`config.mk`:
```
export PLATFORM = sky130hd
export DESIGN_NAME = srt_preemptive_scheduler
export DESIGN_NICKNAME = d
export VERILOG_FILES = /design/src/rtl/srt_pkg.sv /design/src/rtl/srt_cell.sv /design/src/rtl/srt_preemptive_scheduler.sv
export SDC_FILE = /design/constraint.sdc
export NUM_CORES = 2
export LEC_CHECK = 0
export BUFFER_PORTS_ARGS = -buffer_cell sky130_fd_sc_hd__buf_2
export CORE_MARGIN = 5
export CORE_UTILIZATION = 40
export CTS_CLUSTER_DIAMETER = 40
export DETAILED_ROUTE_END_ITERATION = 7
export GPL_TIMING_DRIVEN = 0
export SYNTH_ARGS = -nofsm -noshare
export SYNTH_HDL_FRONTEND = slang
export SYNTH_SLANG_ARGS = --single-unit
```
`constraint.sdc`:
```
create_clock -name clock -period 8.85 [get_ports clock]
set_clock_uncertainty 0.15 [all_clocks]
set_input_delay 0.885 -clock clock [delete_from_list [all_inputs] [get_ports clock]]
set_output_delay 0.885 -clock clock [all_outputs]
set_load 0.03 [all_outputs]
```
`src/rtl/srt_pkg.sv`:
```
// Shared types and codes for the shortest-remaining-time scheduler.
`timescale 1ns / 1ps
`default_nettype none

package srt_pkg;

   localparam logic OP_ARRIVE = 1'b0;
   localparam logic OP_TICK   = 1'b1;

   typedef struct packed {
      logic        operation;
      logic [3:0]  slot;
      logic [15:0] service_time;
   } req_type;

   typedef struct packed {
      logic [15:0] current_time;
      logic        cpu_idle;
      logic [3:0]  running_slot;
      logic        finished;
      logic [15:0] turnaround;
      logic [15:0] waiting;
      logic [15:0] response;
      logic [15:0] idle_ticks;
   } rsp_type;

   // Per-cell strobes from the sequencer
   typedef struct packed {
      logic load;    // arrival targets this slot
      logic apply;   // tick commit cycle
      logic picked;  // this slot receives the tick
   } cell_ctrl_type;

endpackage

`default_nettype wire

```
`src/rtl/srt_cell.sv`:
```
// One task slot of the scheduler chain: slot state plus one stage of the min-search.
`timescale 1ns / 1ps
`default_nettype none

module srt_cell #(
   parameter int TIME_BITS = 16,
   parameter int IDX_W     = 4,
   parameter int IDX       = 0
) (
   input  wire                         clock,
   input  wire                         reset,
   input  srt_pkg::cell_ctrl_type      ctrl,
   input  wire  [TIME_BITS-1:0]        load_work,
   input  wire  [TIME_BITS-1:0]        now,
   // token from the previous cell
   input  wire                         tk_found_in,
   input  wire  [TIME_BITS-1:0]        tk_rem_in,
   input  wire  [IDX_W-1:0]            tk_idx_in,
   input  wire  [TIME_BITS-1:0]        tk_arr_in,
   input  wire  [TIME_BITS-1:0]        tk_wait_in,
   input  wire  [TIME_BITS-1:0]        tk_fr_in,
   input  wire                         tk_ran_in,
   // token to the next cell
   output logic                        tk_found_out,
   output logic [TIME_BITS-1:0]        tk_rem_out,
   output logic [IDX_W-1:0]            tk_idx_out,
   output logic [TIME_BITS-1:0]        tk_arr_out,
   output logic [TIME_BITS-1:0]        tk_wait_out,
   output logic [TIME_BITS-1:0]        tk_fr_out,
   output logic                        tk_ran_out
);

   localparam logic [TIME_BITS-1:0] TMAX = '1;

   logic                 ready_ff;
   logic                 ran_ff;
   logic [TIME_BITS-1:0] rem_ff;
   logic [TIME_BITS-1:0] arr_ff;
   logic [TIME_BITS-1:0] wait_ff;
   logic [TIME_BITS-1:0] fr_ff;
   logic                 take;

   // strict less-than keeps ties on the lower slot
   assign take = ready_ff && (!tk_found_in || (rem_ff < tk_rem_in));

   always_ff @(posedge clock) begin
      if (reset) begin
         ready_ff <= 1'b0;
         ran_ff   <= 1'b0;
      end else if (ctrl.load && !ready_ff) begin
         ready_ff <= 1'b1;
         ran_ff   <= 1'b0;
      end else if (ctrl.apply && ready_ff && ctrl.picked) begin
         ran_ff <= 1'b1;
         if (rem_ff <= TIME_BITS'(1)) begin
            ready_ff <= 1'b0;
         end
      end
   end

   always_ff @(posedge clock) begin
      if (ctrl.load && !ready_ff) begin
         rem_ff  <= load_work;
         arr_ff  <= now;
         wait_ff <= '0;
      end else if (ctrl.apply && ready_ff) begin
         if (ctrl.picked) begin
            if (!ran_ff) begin
               fr_ff <= now;
            end
            if (rem_ff != '0) begin
               rem_ff <= rem_ff - TIME_BITS'(1);
            end
         end else if (wait_ff != TMAX) begin
            wait_ff <= wait_ff + TIME_BITS'(1);
         end
      end
   end

   // token valid flag is cleared by reset so the chain never carries an unknown valid flag
   always_ff @(posedge clock) begin
      if (reset) begin
         tk_found_out <= 1'b0;
      end else begin
         tk_found_out <= take || tk_found_in;
      end
   end

   always_ff @(posedge clock) begin
      if (take) begin
         tk_rem_out   <= rem_ff;
         tk_idx_out   <= IDX_W'(IDX);
         tk_arr_out   <= arr_ff;
         tk_wait_out  <= wait_ff;
         tk_fr_out    <= fr_ff;
         tk_ran_out   <= ran_ff;
      end else begin
         tk_rem_out   <= tk_rem_in;
         tk_idx_out   <= tk_idx_in;
         tk_arr_out   <= tk_arr_in;
         tk_wait_out  <= tk_wait_in;
         tk_fr_out    <= tk_fr_in;
         tk_ran_out   <= tk_ran_in;
      end
   end

endmodule

`default_nettype wire

```
`src/rtl/srt_preemptive_scheduler.sv`:
```
// Top level of the preemptive shortest-remaining-time scheduler.
//
//  Channel | Ports                          | Direction | Carries
//  --------+--------------------------------+-----------+-------------------------------
//  req     | req_valid, req_ready, req_data | in        | arrival or tick transaction
//  rsp     | rsp_valid, rsp_ready, rsp_data | out       | one result per tick, none per arrival
//
// An arrival completes in its accept cycle. A tick passes through the accept cycle,
// the scan state while the search token flushes through the slot cells, and the
// commit state that updates every cell and loads the result register. Reset
// (synchronous, active high) empties every slot and clears the time, idle and scan
// counters. A stalled rsp holds the commit state; arrivals are still taken while a
// result waits in the idle state, and the next tick once its predecessor has committed.
`timescale 1ns / 1ps
`default_nettype none

module srt_preemptive_scheduler #(
   parameter int SLOTS     = 16,
   parameter int TIME_BITS = 16
) (
   input  wire              clock,
   input  wire              reset,
   input  wire              req_valid,
   output logic             req_ready,
   input  srt_pkg::req_type req_data,
   output logic             rsp_valid,
   input  wire              rsp_ready,
   output srt_pkg::rsp_type rsp_data
);

   localparam int IDX_W = (SLOTS > 1) ? $clog2(SLOTS) : 1;
   localparam int CNT_W = $clog2(SLOTS + 1);
   localparam logic [TIME_BITS-1:0] TMAX = '1;

   typedef enum logic [1:0] {
      ST_IDLE,
      ST_SCAN,
      ST_APPLY
   } state_type;

   state_type            state_ff;
   logic [CNT_W-1:0]     cnt_ff;
   logic [TIME_BITS-1:0] time_ff;
   logic [TIME_BITS-1:0] idle_ff;
   logic                 rsp_valid_ff;
   srt_pkg::rsp_type     rsp_ff;

   // search token, index 0 is the empty seed
   logic                 tk_found [0:SLOTS];
   logic [TIME_BITS-1:0] tk_rem   [0:SLOTS];
   logic [IDX_W-1:0]     tk_idx   [0:SLOTS];
   logic [TIME_BITS-1:0] tk_arr   [0:SLOTS];
   logic [TIME_BITS-1:0] tk_wait  [0:SLOTS];
   logic [TIME_BITS-1:0] tk_fr    [0:SLOTS];
   logic                 tk_ran   [0:SLOTS];

   logic                 req_go;
   logic                 load_go;
   logic                 apply_go;
   logic [TIME_BITS-1:0] load_work;
   logic [SLOTS-1:0]     picked_vec;

   // commit-cycle arithmetic from the tail token
   logic                 fin;
   logic [TIME_BITS-1:0] time_inc;
   logic [TIME_BITS-1:0] idle_inc;
   logic [TIME_BITS-1:0] first_run;
   logic [TIME_BITS-1:0] turn_t;
   logic [TIME_BITS-1:0] resp_t;
   srt_pkg::rsp_type     rsp_in;

   assign req_ready = (state_ff == ST_IDLE);
   assign req_go    = req_valid && req_ready;
   assign rsp_valid = rsp_valid_ff;
   assign rsp_data  = rsp_ff;
   assign apply_go  = (state_ff == ST_APPLY) && (!rsp_valid_ff || rsp_ready);

   // service time clipped to the time range; zero work and unknown slots drop
   assign load_work = (32'(req_data.service_time) > 32'(TMAX)) ?
                      TMAX : TIME_BITS'(req_data.service_time);
   assign load_go   = req_go && (req_data.operation == srt_pkg::OP_ARRIVE) &&
                      (load_work != '0) && (32'(req_data.slot) < SLOTS);

   assign tk_found[0] = 1'b0;
   assign tk_rem[0]   = '0;
   assign tk_idx[0]   = '0;
   assign tk_arr[0]   = '0;
   assign tk_wait[0]  = '0;
   assign tk_fr[0]    = '0;
   assign tk_ran[0]   = 1'b0;

   for (genvar i = 0; i < SLOTS; i++) begin : g_cell
      srt_pkg::cell_ctrl_type ctrl;

      assign picked_vec[i] = tk_found[SLOTS] && (tk_idx[SLOTS] == IDX_W'(i));
      assign ctrl.load     = load_go && (32'(req_data.slot) == i);
      assign ctrl.apply    = apply_go;
      assign ctrl.picked   = picked_vec[i];

      srt_cell #(
         .TIME_BITS (TIME_BITS),
         .IDX_W     (IDX_W),
         .IDX       (i)
      ) u_cell (
         .clock        (clock),
         .reset        (reset),
         .ctrl         (ctrl),
         .load_work    (load_work),
         .now          (time_ff),
         .tk_found_in  (tk_found[i]),
         .tk_rem_in    (tk_rem[i]),
         .tk_idx_in    (tk_idx[i]),
         .tk_arr_in    (tk_arr[i]),
         .tk_wait_in   (tk_wait[i]),
         .tk_fr_in     (tk_fr[i]),
         .tk_ran_in    (tk_ran[i]),
         .tk_found_out (tk_found[i+1]),
         .tk_rem_out   (tk_rem[i+1]),
         .tk_idx_out   (tk_idx[i+1]),
         .tk_arr_out   (tk_arr[i+1]),
         .tk_wait_out  (tk_wait[i+1]),
         .tk_fr_out    (tk_fr[i+1]),
         .tk_ran_out   (tk_ran[i+1])
      );
   end

   assign time_inc  = (time_ff == TMAX) ? time_ff : time_ff + TIME_BITS'(1);
   assign idle_inc  = (idle_ff == TMAX) ? idle_ff : idle_ff + TIME_BITS'(1);
   // task finishes when its last unit is charged now
   assign fin       = tk_found[SLOTS] && (tk_rem[SLOTS] <= TIME_BITS'(1));
   // first run is this tick if the task never ran before
   assign first_run = tk_ran[SLOTS] ? tk_fr[SLOTS] : time_ff;
   assign turn_t    = time_inc - tk_arr[SLOTS];
   assign resp_t    = first_run - tk_arr[SLOTS];

   always_comb begin
      rsp_in              = '0;
      rsp_in.current_time = 16'(time_ff);
      rsp_in.cpu_idle     = !tk_found[SLOTS];
      rsp_in.idle_ticks   = tk_found[SLOTS] ? 16'(idle_ff) : 16'(idle_inc);
      if (tk_found[SLOTS]) begin
         rsp_in.running_slot = 4'(tk_idx[SLOTS]);
      end
      if (fin) begin
         rsp_in.finished   = 1'b1;
         rsp_in.turnaround = 16'(turn_t);
         rsp_in.waiting    = 16'(tk_wait[SLOTS]);
         rsp_in.response   = 16'(resp_t);
      end
   end

   always_ff @(posedge clock) begin
      if (reset) begin
         state_ff     <= ST_IDLE;
         cnt_ff       <= '0;
         time_ff      <= '0;
         idle_ff      <= '0;
         rsp_valid_ff <= 1'b0;
      end else begin
         // a commit in the same cycle reloads the result instead
         if (rsp_valid_ff && rsp_ready && !apply_go) begin
            rsp_valid_ff <= 1'b0;
         end
         unique case (state_ff)
            ST_IDLE: begin
               if (req_go && (req_data.operation == srt_pkg::OP_TICK)) begin
                  state_ff <= ST_SCAN;
                  cnt_ff   <= '0;
               end
            end
            ST_SCAN: begin
               if (cnt_ff == CNT_W'(SLOTS - 1)) begin
                  state_ff <= ST_APPLY;
               end else begin
                  cnt_ff <= cnt_ff + CNT_W'(1);
               end
            end
            ST_APPLY: begin
               if (apply_go) begin
                  state_ff     <= ST_IDLE;
                  rsp_valid_ff <= 1'b1;
                  rsp_ff       <= rsp_in;
                  time_ff      <= time_inc;
                  if (!tk_found[SLOTS]) begin
                     idle_ff <= idle_inc;
                  end
               end
            end
            default: begin
               state_ff <= ST_IDLE;
            end
         endcase
      end
   end

`ifndef ASSERT_OFF
   a_one_pick: assert property (@(posedge clock) disable iff (reset)
      $onehot0(picked_vec))
      else $error("more than one slot picked");

   a_rsp_from_commit: assert property (@(posedge clock) disable iff (reset)
      $rose(rsp_valid) |-> $past(state_ff == ST_APPLY))
      else $error("result raised outside commit");

   a_time_monotonic: assert property (@(posedge clock) disable iff (reset)
      !$past(reset) |-> (time_ff >= $past(time_ff)) && (idle_ff >= $past(idle_ff)))
      else $error("time or idle counter went backward");

   a_time_on_commit: assert property (@(posedge clock) disable iff (reset)
      !$past(reset) && !$past(apply_go) |-> $stable(time_ff))
      else $error("time advanced without a tick commit");
`endif

endmodule

`default_nettype wire
```
==> results.json <==
{
  "synth_fp_nets": 8103,
  "ant_nets": 0,
  "crit_required_ns": 9.49,
  "tightest_slew_ns": 1.51,
  "setup_viol": 0,
  "start_util_pct": 40.1,
  "peakVddDrop_mv": 0.172,
  "vias": 59000,
  "clk_pin_slew_worst_paths_ns": 0.06,
  "area_delta_synth_final_pct": 17.3,
  "maxSlewHeadroom_pct": -0.453,
  "yosys_warnings": 0,
  "synth_top_area_share_pct": 31.1,
  "crit_arrival_ns": 6.28,
  "synth_area_leaders": "dfxtp_1 (31%), edfxtp_1 (28%), mux2_2 (11%)",
  "synth_edf_count": 854,
  "io_buffers": 95,
  "cpMaxStageDelayCell": "dfxtp_2",
  "critical_path_buf_inv_count": 2,
  "r2r-start": "time_ff[3]$_SDFFE_PP0P_",
  "gp_congestion": 0.906,
  "finish.net_count": 8565,
  "htreeDepth": 5,
  "drv_slew": 10,
  "yosysUniqueCellTypes": 85,
  "coreArea_um2": 230000,
  "dieArea_um2": 240000,
  "grt-ovfl-total": 0,
  "drive_gt1_share_pct": 22.0,
  "clock_sinks": 2286,
  "critPathTopFamily": "simple AND/OR/NAND/NOR gates",
  "period_share_pct": 63.7,
  "cpPeakStageDelay_ns": 0.86,
  "hpwlAfterDp_um": 169000,
  "first_global_vias": 60200,
  "track_usage_pct": 18.7,
  "ys_top_cells_by_count": "dfxtp_1 (1432), mux2_2 (905), edfxtp_1 (854), nor2_1 (587), nand2_1 (501)",
  "hold_violations": 0,
  "rsz0062_at_grt": "no",
  "synthCells": 7769,
  "grt_max_degree": 36,
  "clock.fmax_ghz": 0.177,
  "power.total_mw": 24.1,
  "violations": "max-capacitance violations, max-slew violations",
  "synth_area_per_cell_um2": 11.9,
  "hp-class": "input pin to flip-flop",
  "cts_buffers": 324,
  "synthArstFlopShare_pct": 0,
  "fin_cells": 11500,
  "yosysMostFrequentCell": "dfxtp_1",
  "setup-tns-final_ns": 0,
  "io_pins": 113,
  "ctsHoldBuffers": 1,
  "synth_top_cell_by_area": "dfxtp_1",
  "crit_fanout": 34,
  "die_y_um": 490,
  "drc": 0,
  "antenna_found_initial": 12,
  "place_inst": 10900,
  "status": "finished, violations left",
  "cp-start-kind": "flip-flop",
  "clockBufferDepth": 4,
  "rows": 176,
  "finalWirelength_um": 231000,
  "syn_area_um2": 92100,
  "crit_path_end_kind": "flip-flop",
  "power_density_nw_per_um2": 223,
  "final.setup.worst_slack_ns": 3.21,
  "wire_per_inst_um": 20.1,
  "p_leak_nw": 41.6,
  "ys_seq_elements": 2286,
  "min_period_ns": 5.64,
  "die_w_um": 490,
  "drtPass1Iterations": 6,
  "cts_setup_buffers": 0,
  "yosys_most_used_dff": "dfxtp_1",
  "cts_root_buf": "clkbuf_16",
  "grt_pass1_wl_um": 355000,
  "place_worst_setup_slack_ns": 3.08,
  "viasPerCell": 5.13,
  "crit_chain": "buf_2 -> nand4_2 -> nor4_1 -> nand3_2 -> mux2i_1 -> inv_1 -> ha_1 -> nor2b_1 -> o31a_1 -> o21a_1 -> a21oi_1 -> a311oi_1 -> or4_1 -> nand2_1",
  "clkLatencyLatePin_ns": 0.93,
  "crit_start": "time_ff[3]$_SDFFE_PP0P_",
  "crit_type": "flip-flop to flip-flop",
  "drt-initial-drc-count": 3812,
  "cts_tree": "built",
  "yosysSeqAreaShare_pct": 58.9,
  "min-delay-start": "req_data[20]",
  "cts_resized": 0,
  "final_util_pct": 47.0,
  "maxCapViolations": 2
}
-- state kept, by name, summed over array words and instances (netlist names), 49 cells and up --
name,cells
rsp_data,86
g_cell.u_cell.tk_wait_out,256
g_cell.u_cell.rem_ff,256
g_cell.u_cell.fr_ff,256
g_cell.u_cell.tk_idx_out,49
g_cell.u_cell.wait_ff,256
g_cell.u_cell.tk_fr_out,256
g_cell.u_cell.tk_arr_out,256
g_cell.u_cell.tk_rem_out,255
g_cell.u_cell.arr_ff,256
-- final timing paths --
check	end	slack (ns)	depth (start not counted)
max	rsp_data[63]$_SDFFCE_PN0P_	3.21	14
min	cnt_ff[3]$_SDFFE_PP0P_	0.08	2
max reg2reg	rsp_data[63]$_SDFFCE_PN0P_	3.21	14
min reg2reg	g_cell[15].u_cell.tk_idx_out[2]$_SDFF_PP1_	0.25	1
-- per-layer routing --
| metal | wire length, µm | up-vias | GRT usage (%) |
|---|---|---|---|
| li1 | - | 28600 | - |
| met1 | 101000 | 28300 | 23.9 |
| met2 | 108000 | 1591 | 31.1 |
| met3 | 12000 | 546 | 3.32 |
| met4 | 10400 | 0 | 8.52 |
| met5 | 0 | - | 0 |
-- placed cells by master (no fill, tap or decap), types with 43 or more instances in the layout --
cell / instances
dfxtp_1: 1416
mux2_2: 905
edfxtp_1: 854
nor2_1: 570
nand2_1: 501
inv_1: 354
o21ai_0: 345
clkbuf_16: 335
ha_1: 307
xnor2_1: 250
buf_2: 235
nand3_1: 229
xor2_1: 223
clkbuf_1: 204
nor3_1: 174
a21oi_1: 161
and2_1: 118
and3_1: 88
nand4_1: 81
nor4_1: 56
or3_1: 56
a21o_1: 56
a311o_1: 53
a31oi_1: 47
nand2b_1: 43
-- power by group --
| part | leakage (nW) | internal (mW) | switching [mW] |
|---|---|---|---|
| Sequential | 20.3 | 10.9 | 0.0588 |
| Clock | 5.27 | 7.88 | 4.82 |
| Combinational | 16.0 | 0.168 | 0.271 |
-- worst reg2reg max path: cells and delay by family, from the launching register on --
kind | cells | cell delay, ns
AO/OA/AOI/OAI | 4 | 0.95
AND/OR/NAND/NOR | 6 | 2.16
multiplexers | 1 | 0.61
buffers and inverters | 2 | 0.48
flip-flops | 1 | 0.86
adder cells (fa/ha/maj) | 1 | 0.30
-- cell families after synthesis --
| family | share of synthesized area (%) |
|---|---|
| xor gates and xnor gates | 4.50 |
| DFF | 58.9 |
| muxes | 11.5 |
| and+or+nand+nor | 11.0 |
| buffers and inverters | 3.21 |
| adders and majority gates | 4.21 |
| AOI/OAI and AO/OA | 6.64 |
-- area by class of cell --
type                            count  area (µm²)
Tap cell                         3026        3790
Clock buffer                      388        8790
Buffer                            357        1620
Sequential cell                  2286       54300
Clock inverter                    188        1980
Antenna cell                        6        15.0
Inverter                          360        1350
Fill cell                       20500      122000
Timing Repair Buffer              136        1200
Multi-Input combinational cell   4766       35000
-- metrics by stage --
stage	hold WS [ns]	area, µm²
4_1_cts	0.00109	108000
6_report	0.0776	108000
5_1_grt	0.0612	108000
3_3_place_gp	0.244	96400
2_1_floorplan	0.236	92100
3_5_place_dp	0.242	97200
Note: power is estimated with default switching activity, not from simulation.
